**src/sv/gdr_pkg.sv**
```systemverilog
// Shared types, constants and codes of the grid DDA ray caster.
package gdr_pkg;

  // Defaults of the top level parameters
  localparam int DEF_MAP_WIDTH  = 64;
  localparam int DEF_MAP_HEIGHT = 64;
  localparam int DEF_MAX_SCREEN = 2048;
  localparam int DEF_CELL_BITS  = 4;

  // Field widths
  localparam int CODE_W  = 4;
  localparam int DIR_W   = 16;
  localparam int EYE_W   = 18;
  localparam int FRAC_W  = 12;
  localparam int SCR_W   = 12;
  localparam int COL_W   = 11;
  localparam int CELLI_W = 6;
  localparam int CFG_DW  = 18;
  localparam int CFG_IW  = 3;

  // Internal widths
  localparam int CW      = 10;   // signed cell coordinate, -1 .. 256
  localparam int RAY_W   = 18;
  localparam int AD_W    = 17;
  localparam int DELTA_W = 31;
  localparam int RUN_W   = 40;
  localparam int NUM_W   = 22;
  localparam int DIST_W  = 22;
  localparam int LINE_W  = 16;
  localparam int DIV_NW  = 36;
  localparam int DIV_DW  = 22;

  localparam logic [CODE_W-1:0]  BORDER_CODE = 4'd15;
  localparam logic [DELTA_W-1:0] STEP_SAT    = 31'h4000_0000;
  localparam logic [DIST_W-1:0]  DIST_MAX    = 22'h3F_FFFF;
  localparam logic [LINE_W-1:0]  LINE_MAX    = 16'hFFFF;

  // Register reset values
  localparam logic [DIR_W-1:0] RST_CAM_DIR_X = 16'd16384;
  localparam logic [DIR_W-1:0] RST_CAM_DIR_Y = 16'd0;
  localparam logic [DIR_W-1:0] RST_PLANE_X   = 16'd0;
  localparam logic [DIR_W-1:0] RST_PLANE_Y   = 16'd10813;
  localparam logic [EYE_W-1:0] RST_EYE_X     = 18'd8192;
  localparam logic [EYE_W-1:0] RST_EYE_Y     = 18'd8192;
  localparam logic [SCR_W-1:0] RST_WIDTH     = 12'd640;
  localparam logic [SCR_W-1:0] RST_HEIGHT    = 12'd480;

  typedef enum logic [CFG_IW-1:0] {
    CFG_CAM_DIR_X = 3'd0,
    CFG_CAM_DIR_Y = 3'd1,
    CFG_PLANE_X   = 3'd2,
    CFG_PLANE_Y   = 3'd3,
    CFG_EYE_X     = 3'd4,
    CFG_EYE_Y     = 3'd5,
    CFG_WIDTH     = 3'd6,
    CFG_HEIGHT    = 3'd7
  } cfg_index_t;

  typedef enum logic [2:0] {
    DIV_NONE,
    DIV_CAM,
    DIV_DX,
    DIV_DY,
    DIV_DIST,
    DIV_LH
  } div_op_t;

  typedef enum logic [4:0] {
    ST_CLEAR,
    ST_IDLE,
    ST_CAM_GO,
    ST_CAM_WAIT,
    ST_RAY_MUL,
    ST_RAY_SUM,
    ST_DX_GO,
    ST_DX_WAIT,
    ST_DY_GO,
    ST_DY_WAIT,
    ST_SETUP,
    ST_STEP,
    ST_CHECK,
    ST_DIST_GO,
    ST_DIST_WAIT,
    ST_LH_GO,
    ST_LH_WAIT,
    ST_FINISH
  } state_t;

  typedef struct packed {
    logic    clear;
    logic    accept;
    logic    div_start;
    div_op_t div_op;
    logic    ray_mul;
    logic    ray_sum;
    logic    setup;
    logic    step;
    logic    check;
    logic    finish;
  } gdr_cmd_t;

  typedef struct packed {
    logic clear_last;
    logic div_done;
    logic walk_end;
    logic out_free;
  } gdr_status_t;

endpackage

```
**src/sv/gdr_ctrl.sv**
```systemverilog
// Sequencer of the ray caster: clear sweep, cast setup, DDA walk, distance, span.
module gdr_ctrl (
  input  logic                 clk,
  input  logic                 rst,
  input  logic                 in_valid,
  input  logic                 action,
  input  gdr_pkg::gdr_status_t st,
  output gdr_pkg::gdr_cmd_t    cmd
);

  gdr_pkg::state_t state, state_next;

  always_ff @(posedge clk) begin
    if (rst) begin
      state <= gdr_pkg::ST_CLEAR;
    end else begin
      state <= state_next;
    end
  end

  always_comb begin
    state_next = state;
    case (state)
      gdr_pkg::ST_CLEAR:     if (st.clear_last) state_next = gdr_pkg::ST_IDLE;
      gdr_pkg::ST_IDLE:      if (in_valid && action) state_next = gdr_pkg::ST_CAM_GO;
      gdr_pkg::ST_CAM_GO:    state_next = gdr_pkg::ST_CAM_WAIT;
      gdr_pkg::ST_CAM_WAIT:  if (st.div_done) state_next = gdr_pkg::ST_RAY_MUL;
      gdr_pkg::ST_RAY_MUL:   state_next = gdr_pkg::ST_RAY_SUM;
      gdr_pkg::ST_RAY_SUM:   state_next = gdr_pkg::ST_DX_GO;
      gdr_pkg::ST_DX_GO:     state_next = gdr_pkg::ST_DX_WAIT;
      gdr_pkg::ST_DX_WAIT:   if (st.div_done) state_next = gdr_pkg::ST_DY_GO;
      gdr_pkg::ST_DY_GO:     state_next = gdr_pkg::ST_DY_WAIT;
      gdr_pkg::ST_DY_WAIT:   if (st.div_done) state_next = gdr_pkg::ST_SETUP;
      gdr_pkg::ST_SETUP:     state_next = gdr_pkg::ST_STEP;
      gdr_pkg::ST_STEP:      state_next = gdr_pkg::ST_CHECK;
      gdr_pkg::ST_CHECK: begin
        state_next = st.walk_end ? gdr_pkg::ST_DIST_GO : gdr_pkg::ST_STEP;
      end
      gdr_pkg::ST_DIST_GO:   state_next = gdr_pkg::ST_DIST_WAIT;
      gdr_pkg::ST_DIST_WAIT: if (st.div_done) state_next = gdr_pkg::ST_LH_GO;
      gdr_pkg::ST_LH_GO:     state_next = gdr_pkg::ST_LH_WAIT;
      gdr_pkg::ST_LH_WAIT:   if (st.div_done) state_next = gdr_pkg::ST_FINISH;
      gdr_pkg::ST_FINISH:    if (st.out_free) state_next = gdr_pkg::ST_IDLE;
      default:               state_next = gdr_pkg::ST_CLEAR;
    endcase
  end

  always_comb begin
    cmd        = '0;
    cmd.div_op = gdr_pkg::DIV_NONE;
    case (state)
      gdr_pkg::ST_CLEAR:     cmd.clear = 1'b1;
      gdr_pkg::ST_IDLE:      cmd.accept = 1'b1;
      gdr_pkg::ST_CAM_GO: begin
        cmd.div_start = 1'b1;
        cmd.div_op    = gdr_pkg::DIV_CAM;
      end
      gdr_pkg::ST_CAM_WAIT:  cmd.div_op = gdr_pkg::DIV_CAM;
      gdr_pkg::ST_RAY_MUL:   cmd.ray_mul = 1'b1;
      gdr_pkg::ST_RAY_SUM:   cmd.ray_sum = 1'b1;
      gdr_pkg::ST_DX_GO: begin
        cmd.div_start = 1'b1;
        cmd.div_op    = gdr_pkg::DIV_DX;
      end
      gdr_pkg::ST_DX_WAIT:   cmd.div_op = gdr_pkg::DIV_DX;
      gdr_pkg::ST_DY_GO: begin
        cmd.div_start = 1'b1;
        cmd.div_op    = gdr_pkg::DIV_DY;
      end
      gdr_pkg::ST_DY_WAIT:   cmd.div_op = gdr_pkg::DIV_DY;
      gdr_pkg::ST_SETUP:     cmd.setup = 1'b1;
      gdr_pkg::ST_STEP:      cmd.step = 1'b1;
      gdr_pkg::ST_CHECK:     cmd.check = 1'b1;
      gdr_pkg::ST_DIST_GO: begin
        cmd.div_start = 1'b1;
        cmd.div_op    = gdr_pkg::DIV_DIST;
      end
      gdr_pkg::ST_DIST_WAIT: cmd.div_op = gdr_pkg::DIV_DIST;
      gdr_pkg::ST_LH_GO: begin
        cmd.div_start = 1'b1;
        cmd.div_op    = gdr_pkg::DIV_LH;
      end
      gdr_pkg::ST_LH_WAIT:   cmd.div_op = gdr_pkg::DIV_LH;
      gdr_pkg::ST_FINISH:    cmd.finish = 1'b1;
      default:               cmd.clear = 1'b0;
    endcase
  end

endmodule

```
**config.mk**
```make
export PLATFORM = sky130hd
export DESIGN_NAME = gdr_ctrl
export DESIGN_NICKNAME = d
export VERILOG_FILES = /design/src/sv/gdr_pkg.sv /design/src/sv/gdr_ctrl.sv
export SDC_FILE = /design/constraint.sdc
export NUM_CORES = 1
export LEC_CHECK = 0
export ABC_AREA = 1
export BUFFER_PORTS_ARGS = -buffer_cell sky130_fd_sc_hd__buf_2
export CORE_AREA = 2 2 39 41
export DETAILED_ROUTE_END_ITERATION = 10
export DIE_AREA = 0 0 41 43
export PLACE_DENSITY = 0.72
export SETUP_SLACK_MARGIN = 0.1
export SYNTH_ARGS = -nofsm -noshare
export SYNTH_HDL_FRONTEND = slang
export SYNTH_SLANG_ARGS = --single-unit
```
**constraint.sdc**
```tcl
create_clock -name clk -period 1.6 [get_ports clk]
set_input_delay 0.24 -clock clk [delete_from_list [all_inputs] [get_ports clk]]
set_output_delay 0.24 -clock clk [all_outputs]
set_load 0.03 [all_outputs]
```
; ---- After elaboration in Yosys (flattened, before gate mapping)
; Cells that the tools add are included.
[totals]
memories = 0
ff_bits = 5
ramBits = 0
latch_bits = 0
rom_bits = 0
[op_classes]
shift = 0
eq_ne = 25
n_div = 0
n_mul = 0
addsub = 0
n_bitwise = 0
order_cmp = 0
n_mux = 20
n_reduce_logical = 9
[ops]
columns = cell, n
row1 = $pmux W5 S18, 1
row2 = $eq A5 B4 Y1 const B, 8
row3 = $mux W5, 8
row4 = $eq A5 B3 Y1 const B, 4
row5 = $ne A2 B2 Y1 const B, 8
row6 = $pmux W3 S5, 1
row7 = $eq A5 B2 Y1 const B, 2
row8 = $eq A5 B5 Y1 const B, 2
row9 = $reduce_or A2 Y1, 5
row10 = $mux W1, 9
row11 = $reduce_and A8 Y1, 1
row12 = $eq A5 B1 Y1 const B, 1
row13 = $logic_not A5 Y1, 1
row14 = $reduce_or A5 Y1, 1
row15 = $mux W3, 1
row16 = $logic_and A1 B1 Y1, 1

; ---- Depth between registers and ports, before layout
; Gate-level depths: netlist (run 1).
[logic_depth]
ltp_word = 3
ltp_mapped = 10
depth_no_buf = 10

; ---- Least setup slack after synthesis (run 1)
; No wires, ideal clock.
[synth_path]
path_kind = register -> register
startpoint = reg state[2]
endpoint = reg state[0]
path_buffers = 0
arrival_time_ns = 1.431
period_less_slack_ns = 1.495
required_ns = 1.536
stages_incl_launch_ff = 9
path_slack_ns = 0.105
setup_ns = 0.064
path_cell_list = dfxtp_1 inv_2 nor2_1 inv_1 nor2_1 nor2_1 nand4_1 nor2_1 nor2_1
[synth_between]
elab_chain_cells = 3
word_cells_on_any_way = 28
[synth_lines]
columns = item, line
row1 = "start, declared", gdr_ctrl.sv:11  ; gdr_pkg::state_t state, state_next;
row2 = "start signal, assigned", gdr_ctrl.sv:15  ; state <= gdr_pkg::ST_CLEAR;
row3 = "start signal, assigned", gdr_ctrl.sv:17  ; state <= state_next;
row4 = $eq A5 B1 Y1 (tied with other cells), gdr_ctrl.sv:23  ; case (state)
row5 = $ne A2 B2 Y1 (no line), --
row6 = $reduce_and A8 Y1 (no line), --
; Several ways; a longest one is shown, not always the timed one.
; A chain may end at the register's enable or synchronous reset.

==> metrics.cfg, run 1 <==
[hold_path]
worstHoldStart=rst
holdCritPathClass=in2reg
whs_path_depth=2
min_to=state[1]$_SDFFE_PP0P_

[sta]
setup_tns_ns=0
rsz0062_at_grt=yes
hold_viol=0
fin_ws_ns=0.0281
period_needed_ns=1.57
worst_clock_skew_ns=0.00479
slew_headroom_pct=86.7
max_freq_ghz=0.636
post-route-period-util_pct=98.2
finalMaxSlewViolations=0
max_slew.worst_pin.slew_ns=0.200
setup_violations=0

[floorplanning]
die_y_um=43
ioPinCount=20
initial_core_util_pct=43.3
die_x_um=41
dieArea_mm2=0.00176
coreArea_mm2=0.00138
placementRows=14

[logic_synthesis]
yosys.cell_types.count=15
yosysWarnings=0
syn-instance-count=114
synth_area_per_cell_um2=5.26
synth_sequential_area_ratio_pct=16.7
ys_seq_elements=5
syn_area_um2=599
synth_fp_nets=122

[layout]
fin_area_mm2=0.00100
largest_reg_flops=5
nNetsFinal=160
final_cells=167
drive_gt1_share_pct=49.7
n_antenna_cell=0
area_growth_pct=67.2
top_register=state
n_fill_cell=97
reg_top3=state: 5 flops

[worst_setup_path]
rr_worst_depth=10
r2r_slack_ns=0.14
criticalPathCategory=reg2out
crit_start=state[1]$_SDFFE_PP0P_
cp-end-kind=primary output
critPathArrivalTime_ns=1.33
worst_setup_path_start_kind=flop
required_ns=1.36
crit_fanout=5
r2r_end=state[2]$_SDFFE_PP0P_
rr_startpoint=state[1]$_SDFFE_PP0P_

[detailed_routing]
dr.pass1.iters=4
ant_nets=0
drc=0
dr.first_iter.drc_count=43
wl_per_cell_um=13.5
via_per_inst=5.53
totalWireLength_um=2250
num_vias=924

[clock_tree]
cts_max_level=1
cts.path.max_buffers=2
path_clk_slew_ns=0.04
cts.sinks=5
hold_buffers=0
cts_tree=yes
cts-root-buf=clkbuf_4
clk-insertion-delay-late_ns=0.24
cts_buffers=3

[placed_design]
dp.cells=150
gp_congestion=0.848
placed_area_um2=722
io_buffers=19
dpl_worst_slack_ns=0.0543
dpl.hpwl_um=1280

[power_and_ir_drop]
powerDensity_mw_per_mm2=1690
power_frac_comb_pct=74.7
p_sw_w=0.000921
report.power.total_w=0.00170
irDropWorstVdd_mv=1.02
swShare_pct=54.4
leakagePower_nw=0.581
power_frac_seq_pct=16.7
p_int_w=0.000774
clkPwrFrac_pct=8.5

[global_routing]
grt_pass1_vias=718
grt_max_degree=10
overflow=0
grt_antenna_before_repair=0
grt_usage_pct=23.8
grt_pass1_wl_um=2900

[run_status]
status=completed

[job]
cap_viol_max_count=0

[power by group through the flow]
stage                     Clock, W  Combinational (W)  Sequential, W
final                     0.000144            0.00127       0.000284
after global routing      0.000159            0.00137       0.000291
after CTS                 0.000153            0.00110       0.000256
after detailed placement         0           0.000914       0.000224
after global placement           0           0.000927       0.000222
after floorplan                  0           0.000716       0.000216
[layer usage]
layer	up-vias	wire (µm)	GRT usage, %
met5	-	0	0
met2	70	1140	39.4
met3	17	195	1.57
met1	408	817	29.1
li1	429	-	-
met4	0	99	12.0
[kinds of logic (layout without fill, tap and decap cells)]
family,after synthesis,count (layout),synth area share [%]
buffers and inverters,21,58,13.2
AOI/OAI and AO/OA,8,8,10.0
and+or+nand+nor,80,80,60.1
DFF,5,5,16.7
[worst max-delay path by stage]
stage	slack, ns	cells after the start	end
global placement	0.11	7	cmd[6]
floorplan	0.11	8	state[0]$_SDFFE_PP0P_
detailed placement	0.05	7	cmd[6]
CTS	0.07	7	cmd[6]
finish	0.03	5	cmd[8]
global route	-0.02	5	cmd[7]
[cell usage in the layout (no fill, tap or decap), types with 4 or more instances in the layout]
cell type	instances
buf_2	9
buf_4	18
buf_6	6
dfxtp_4	5
inv_1	14
nand2_1	28
nand2_2	8
nand3_1	7
nand4_1	4
nor2_1	16
nor2_2	5
nor2_4	7
[area by class of cell]
cell class | count | area, µm² | area share [%]
multi-input combinational | 88 | 498 | 49.7
timing repair buffer | 33 | 248 | 24.7
sequential | 5 | 119 | 11.9
inverter | 21 | 91.3 | 9.11
clock buffer | 4 | 26.3 | 2.62
tap | 16 | 20.0 | 2.00
[critical path, cell delays in order (launching register included)]
cell,delay (ns)
dfxtp_4,0.40
inv_2,0.07
nor2_1,0.15
nand3_1,0.18
nand3_1,0.16
buf_6,0.14
[through the flow]
step	hold WS, ns	utilization, %
CTS	0.148	65.6
global placement	0.414	52.2
floorplan	0.302	-
finish	0.157	72.4
global route	0.162	72.4
detailed placement	0.419	52.2
[synthesized netlist by cell type]
| cell | number | share of area [%] |
|---|---|---|
| nand2_1 | 33 | 21 |
| nor2_1 | 20 | 13 |
| inv_1 | 18 | 11 |
| nand3_1 | 10 | 8.4 |
| nor2_2 | 8 | 8.4 |
| dfxtp_1 | 5 | 17 |
| nand2_2 | 4 | 4.2 |
| nand4_1 | 4 | 4.2 |
| a21oi_1 | 3 | 2.5 |
| inv_2 | 3 | 1.9 |
| o211ai_1 | 2 | 2.5 |
| a21oi_2 | 1 | 1.5 |
| nand2_4 | 1 | 1.9 |
| o21ai_0 | 1 | 0.83 |
| o21ai_4 | 1 | 2.7 |
[what timing repair did]
| action | CTS | global route |
|---|---|---|
| endpoints found under the setup margin | 11 | 12 |
| buffers inserted | 9 | 4 |
| pin swaps | 4 | 7 |
| resized for setup | 33 | 25 |
No activity file was read; power rests on OpenSTA's default activity.
==> run 2, diff against run 1 <==
- ABC_AREA: 1 -> unset
- PLACE_DENSITY: 0.72 -> 0.68
==> run 2 against run 1 <==
Compared with the run above: the flow now finishes with violations (setup timing); setup slack got worse by 0.14 ns; via count is 6.8% lower; sequential power shrank 37%; fmax down 8.2%; first-iteration DRC count decreased by 9.3%; total power down 32%; sequential share of layout area down 2.1 points; clock skew increased by 0.0014 ns; largest cell class unchanged; highest routed layer unchanged.
==> metrics.cfg, run 2 <==
[logic_synthesis]
synth-edff-count=0  ; unchanged
synth.most_common_cell=nor2_1
synth_fp_nets=84  ; -31%
ys_top_cells_by_count=nor2_1 (11), nor3_1 (6), dfxtp_1 (5), nand3_1 (5)
synth.mux.area_fraction_pct=8.05  ; +8.0 points
synth_xor_area_share_pct=1.61  ; +1.6 points
async_flop_share_pct=0  ; unchanged
ys_seq_elements=5  ; unchanged
synth_ff_type=dfxtp_1
synth_area_per_cell_um2=7.16  ; +36%
syn-instance-count=76  ; -33%
synth_compound_area_share_pct=26.4  ; +16 points
ys_top_cells_by_area=dfxtp_1 (18%), nor2_1 (7.6%), mux2_2 (6.2%)
yosys.area.top_type_share_pct=18.4  ; -2.3 points
synthAdderAreaFrac_pct=0  ; unchanged
synth_top_family_by_area=simple AND/OR/NAND/NOR gates
synth-simple-area-share_pct=39.8  ; -20 points
synth_top_cell_by_area=dfxtp_1
yosysWarnings=0  ; unchanged
yosys.cell_types.count=31  ; +16
syn_area_um2=544  ; -9.2%
synth_sequential_area_ratio_pct=18.4  ; +1.7 points

[floorplanning]
placementRows=14  ; unchanged
dieArea_mm2=0.00176  ; unchanged
ioPinCount=20  ; unchanged
die_x_um=41  ; unchanged
die_y_um=43  ; unchanged
coreArea_mm2=0.00138  ; unchanged
initial_core_util_pct=39.3  ; -4.0 points

[global_routing]
grt_pass1_vias=821  ; +14%
grt_pass1_wl_um=3590  ; +24%
overflow=0  ; unchanged
grt_antenna_before_repair=0  ; unchanged
grt_usage_pct=30.0  ; +6.2 points
grt_max_degree=10  ; unchanged

[clock_tree]
cts.sinks=5  ; unchanged
path_clk_slew_ns=0.05  ; about the same
cts-root-buf=clkbuf_4
cts_buffers=3  ; unchanged
cts.path.max_buffers=2  ; unchanged
cts_tree=yes
clk-insertion-delay-late_ns=0.26  ; +0.02 ns
cts_max_level=1  ; unchanged

[worst_setup_path]
crit_fanout=8  ; +3
criticalPathCategory=reg2out
cp-end-kind=primary output
worst_setup_path_start_kind=flop
required_ns=1.36  ; about the same
critPathArrivalTime_ns=1.47  ; +0.14 ns

[sta]
max_slew.worst_pin.slew_ns=0.289  ; +0.0891 ns
setup_violations=14  ; +14
post-route-period-util_pct=107  ; +8.8 points
fin_ws_ns=-0.112  ; -0.140 ns
hold_viol=0  ; unchanged
slew_headroom_pct=80.6  ; -6.1 points
period_needed_ns=1.71  ; +0.140 ns
max_freq_ghz=0.584  ; -8.2%
setup_tns_ns=-0.895  ; -0.895 ns
finalMaxSlewViolations=0  ; unchanged
rsz0062_at_grt=yes
worst_clock_skew_ns=0.00615  ; +0.00136 ns

[layout]
area_growth_pct=110
fin_area_mm2=0.00114  ; +14%
n_antenna_cell=0  ; unchanged
n_fill_cell=82  ; -15%
reg_top3=state: 5 flops
final_cells=139  ; -17%
nNetsFinal=132  ; -18%
drive_gt1_share_pct=70.7  ; +21 points
top_register=state
largest_reg_flops=5  ; unchanged
final_common_cell=buf_4
final_core_util_pct=82.5  ; +10 points
layout_common_cells=buf_4 (26), buf_6 (16), buf_2 (7)

[placed_design]
io_buffers=19  ; unchanged
dpl.hpwl_um=1250  ; -1.8%
gp_congestion=0.830  ; -2.1%
dp.cells=123  ; -18%
placed_area_um2=803  ; +11%

[detailed_routing]
drc=0  ; unchanged
dr.first_iter.drc_count=39  ; -9.3%
totalWireLength_um=2940  ; +31%
num_vias=861  ; -6.8%
via_per_inst=6.19  ; +12%
wl_per_cell_um=21.2  ; +57%
ant_nets=0  ; unchanged
dr.pass1.iters=5  ; +1

[hold_path]
holdCritPathClass=in2reg

[run_status]
status=finished with violations
violations=setup timing

[power_and_ir_drop]
leakagePower_nw=0.488  ; -16%
irDropWorstVdd_mv=0.699  ; -31%
powerDensity_mw_per_mm2=1010  ; -40%

[job]
cap_viol_max_count=0  ; unchanged

run 2: changes by cell type after synthesis, sizes merged, moves of 5 or more:
cell,before,now
inv,21,1
nand2,38,5
nand3,10,5
nor2,28,11
nor3,0,6
run 2: worst paths after layout:
kind	cells past startpoint	slack [ns]	to	startpoint
setup / recovery	6	-0.11	cmd[9]	state[0]$_SDFFE_PP0P_
hold / removal	2	0.27	state[0]$_SDFFE_PP0P_	rst
hold reg to reg	3	0.74	state[1]$_SDFFE_PP0P_	state[1]$_SDFFE_PP0P_
setup reg to reg	6	-0.08	state[4]$_SDFFE_PP0P_	state[3]$_SDFFE_PP0P_
run 2: worst max-delay path, cell delays in order, from the launching register on:
cell and delay [ns]:
dfxtp_2 0.36, buf_6 0.14, nor2_2 0.06, mux2_4 0.28
a22oi_2 0.15, nor2_1 0.06, buf_4 0.17
run 2: routing by layer:
metal	GRT usage, %	vias to the layer above	part of all wire [%]
met2	48.4	64	50
met3	5.24	18	8.2
met4	18.0	0	5.0
li1	-	376	-
met1	34.4	403	37
met5	0	-	0
run 2: timing repair:
action	in CTS	in global routing
setup endpoints to repair	14	17
resized for setup	41	18
buffers inserted	10	2
pin swaps	9	3
hold endpoints to repair	0	0
hold buffers	0	0
run 2: cells by family (layout without fill, tap and decap cells):
family,Yosys count,after routing
xor gates and xnor gates,1,1
buffers and inverters,7,54
muxes,4,4
DFF,5,5
and+or+nand+nor,42,42
AOI/OAI and AO/OA,17,17
run 2: report_power, final:
| part | switching [W] | leakage [nW] | internal, W |
|---|---|---|---|
| registers | 0.0000345 | 0.0435 | 0.000146 |
| clock network | 0.0000721 | 0.0150 | 0.0000956 |
| logic | 0.000418 | 0.429 | 0.000393 |
| total | 0.000524 | 0.488 | 0.000634 |
run 2: cell type report:
class	count	area (µm²)	area share, %
sequential	5	111	9.75
clock buffer	4	26.3	2.30
timing repair buffer	49	410	35.9
inverter	1	3.75	0.329
multi-input combinational	64	571	49.9
tap	16	20.0	1.75
run 2: per-stage QoR:
stage	setup slack [ns]	total power (W)	hold WS, ns
final	-0.112	0.00116	0.268
after floorplan	-0.0366	0.000508	0.302
after CTS	-0.0568	0.00103	0.247
after detailed placement	-0.0205	0.000704	0.495
after global routing	-0.141	0.00120	0.268
after global placement	0.0162	0.000694	0.491
==> run 3, diff against run 2 <==
- clock period: 1.6 -> 1.9 ns (I/O delays scaled with it)
==> run 3 against run 2 <==
Compared with the run above: critical endpoint unchanged; critical path type unchanged; the flow now finishes without violations; total power down 43%; register-to-register slack better by 0.31 ns; combinational power down 55%; flip-flop and latch count unchanged; clock skew up 0.0024 ns.
==> metrics.cfg, run 3 (synthesis results as in run 2) <==
[detailed_routing]
dr.pass1.iters=4  ; -1
drc=0  ; unchanged
totalWireLength_um=1540  ; -48%
num_vias=646  ; -25%
wl_per_cell_um=13.4  ; -37%
dr.first_iter.drc_count=24  ; -38%
ant_nets=0  ; unchanged
via_per_inst=5.62  ; -9.3%

[worst_setup_path]
cp-end-kind=primary output
path_depth=5  ; -1
crit_fanout=9  ; +1
crit_family=flip-flops
slowest_delay_ns=0.37  ; about the same
cp_num_buf_inv=2  ; unchanged
cp_cell_sequence=buf_8, mux2_2, a22oi_1, nor2_1, buf_4
criticalPathCategory=reg2out
worst_setup_path_start_kind=flop
critPathArrivalTime_ns=1.50  ; +0.03 ns
rr_worst_depth=6  ; unchanged
required_ns=1.62  ; +0.26 ns
worst_path_max_delay_cell=dfxtp_4

[floorplanning]
ioPinCount=20  ; unchanged
die_x_um=41  ; unchanged
placementRows=14  ; unchanged
initial_core_util_pct=39.3  ; unchanged
coreArea_mm2=0.00138  ; unchanged
die_y_um=43  ; unchanged
dieArea_mm2=0.00176  ; unchanged

[power_and_ir_drop]
irDropWorstVdd_mv=0.400  ; -43%
clkPwrFrac_pct=19.1  ; +4.6 points
p_int_w=0.000365  ; -42%
p_sw_w=0.000291  ; -45%
power_frac_seq_pct=24.8  ; +9.2 points
powerDensity_mw_per_mm2=878  ; -13%
leakagePower_nw=0.321  ; -34%
swShare_pct=44.4  ; -0.89 points
power_frac_comb_pct=56.1  ; -14 points

[sta]
rsz0062_at_grt=yes
setup_tns_ns=0  ; +0.895 ns
finalMaxSlewViolations=0  ; unchanged
max_slew.worst_pin.slew_ns=0.379  ; +0.0897 ns
slew_headroom_pct=74.7  ; -5.8 points
max_freq_ghz=0.560
post-route-period-util_pct=93.9
setup_violations=0  ; -14
period_needed_ns=1.78
fin_ws_ns=0.115  ; +0.227 ns
worst_clock_skew_ns=0.00852  ; +0.00237 ns
hold_viol=0  ; unchanged
holdWs_ns=0.291  ; +0.0231 ns

[layout]
n_antenna_cell=0  ; unchanged
final_common_cell=buf_2
drive_gt1_share_pct=40.4  ; -30 points
reg_top3=state: 5 flops
largest_reg_flops=5  ; unchanged
top_register=state
area_growth_pct=37.2
nNetsFinal=108  ; -18%
layout_common_cells=buf_2 (17), nor2_1 (11), buf_4 (6)

[clock_tree]
cts_max_level=1  ; unchanged
cts.path.max_buffers=2  ; unchanged
hold_buffers=0  ; unchanged
postCtsSetupRepairBufs=0  ; -10
clk-insertion-delay-late_ns=0.25  ; about the same
cts.sinks=5  ; unchanged
cts_buffers=3  ; unchanged
cts-root-buf=clkbuf_4
path_clk_slew_ns=0.05  ; about the same
cts_tree=yes

[placed_design]
dpl_worst_slack_ns=0.192  ; +0.213 ns
gp_congestion=0.862  ; +3.9%
dpl.hpwl_um=1190  ; -5.0%
io_buffers=19  ; unchanged

[global_routing]
grt_antenna_before_repair=0  ; unchanged
grt_pass1_vias=583  ; -29%
grt_pass1_wl_um=2480  ; -31%
grt_max_degree=13  ; +3
overflow=0  ; unchanged
grt_usage_pct=20.8  ; -9.2 points

[hold_path]
holdCritPathClass=in2reg
whs_path_depth=2  ; unchanged

[run_status]
status=completed

[job]
cap_viol_max_count=0  ; unchanged

==> run 3: changes by cell type in the layout (fill, tap and decap cells not counted), sizes merged <==
cell / delta
buf: -24
==> run 3: through the flow <==
stage          total power (W)  cells  utilization, %  cell area, µm²
6_report              0.000656    115            54.0             747
5_1_grt               0.000703    115            54.0             747
4_1_cts               0.000652    115            52.5             727
3_5_place_dp          0.000513    111            49.7             688
3_3_place_gp          0.000511    111            49.7             688
2_1_floorplan         0.000410     76               -             556
==> run 3: final cells by class <==
cell class              instances  area (µm²)
multi-input cells              64         432
fillers                       134         637
well taps                      16        20.0
repair buffers                 25         156
clock buffers                   4        26.3
flip-flops and latches          5         109
inverters                       1        3.75
==> run 3: repair_timing <==
item,CTS,global route
setup endpoints to repair,4,3
resized for setup,6,5
hold endpoints to repair,0,0
==> run 3: path summary, 6_finish.rpt <==
path                         start               endpoint  slack [ns]
max          state[2]$_SDFFE_PP0P_                 cmd[9]        0.12
min                            rst  state[0]$_SDFFE_PP0P_        0.29
max reg2reg  state[3]$_SDFFE_PP0P_  state[1]$_SDFFE_PP0P_        0.23
min reg2reg  state[2]$_SDFFE_PP0P_  state[2]$_SDFFE_PP0P_        0.48
==> run 3: metal layers <==
metal | global-route usage, % | wire length (µm) | vias to the layer above
li1 | - | - | 327
met1 | 28.1 | 735 | 304
met2 | 30.0 | 727 | 15
met3 | 9.42 | 77 | 0
met4 | 4.00 | 0 | 0
met5 | 0 | 0 | -
==> run 3: power groups by stage <==
stage	logic (W)	clock network, W	registers (W)
6_report	0.000367	0.000125	0.000163
5_1_grt	0.000396	0.000140	0.000167
2_1_floorplan	0.000277	0	0.000133
4_1_cts	0.000362	0.000130	0.000160
3_3_place_gp	0.000354	0	0.000157
3_5_place_dp	0.000355	0	0.000158
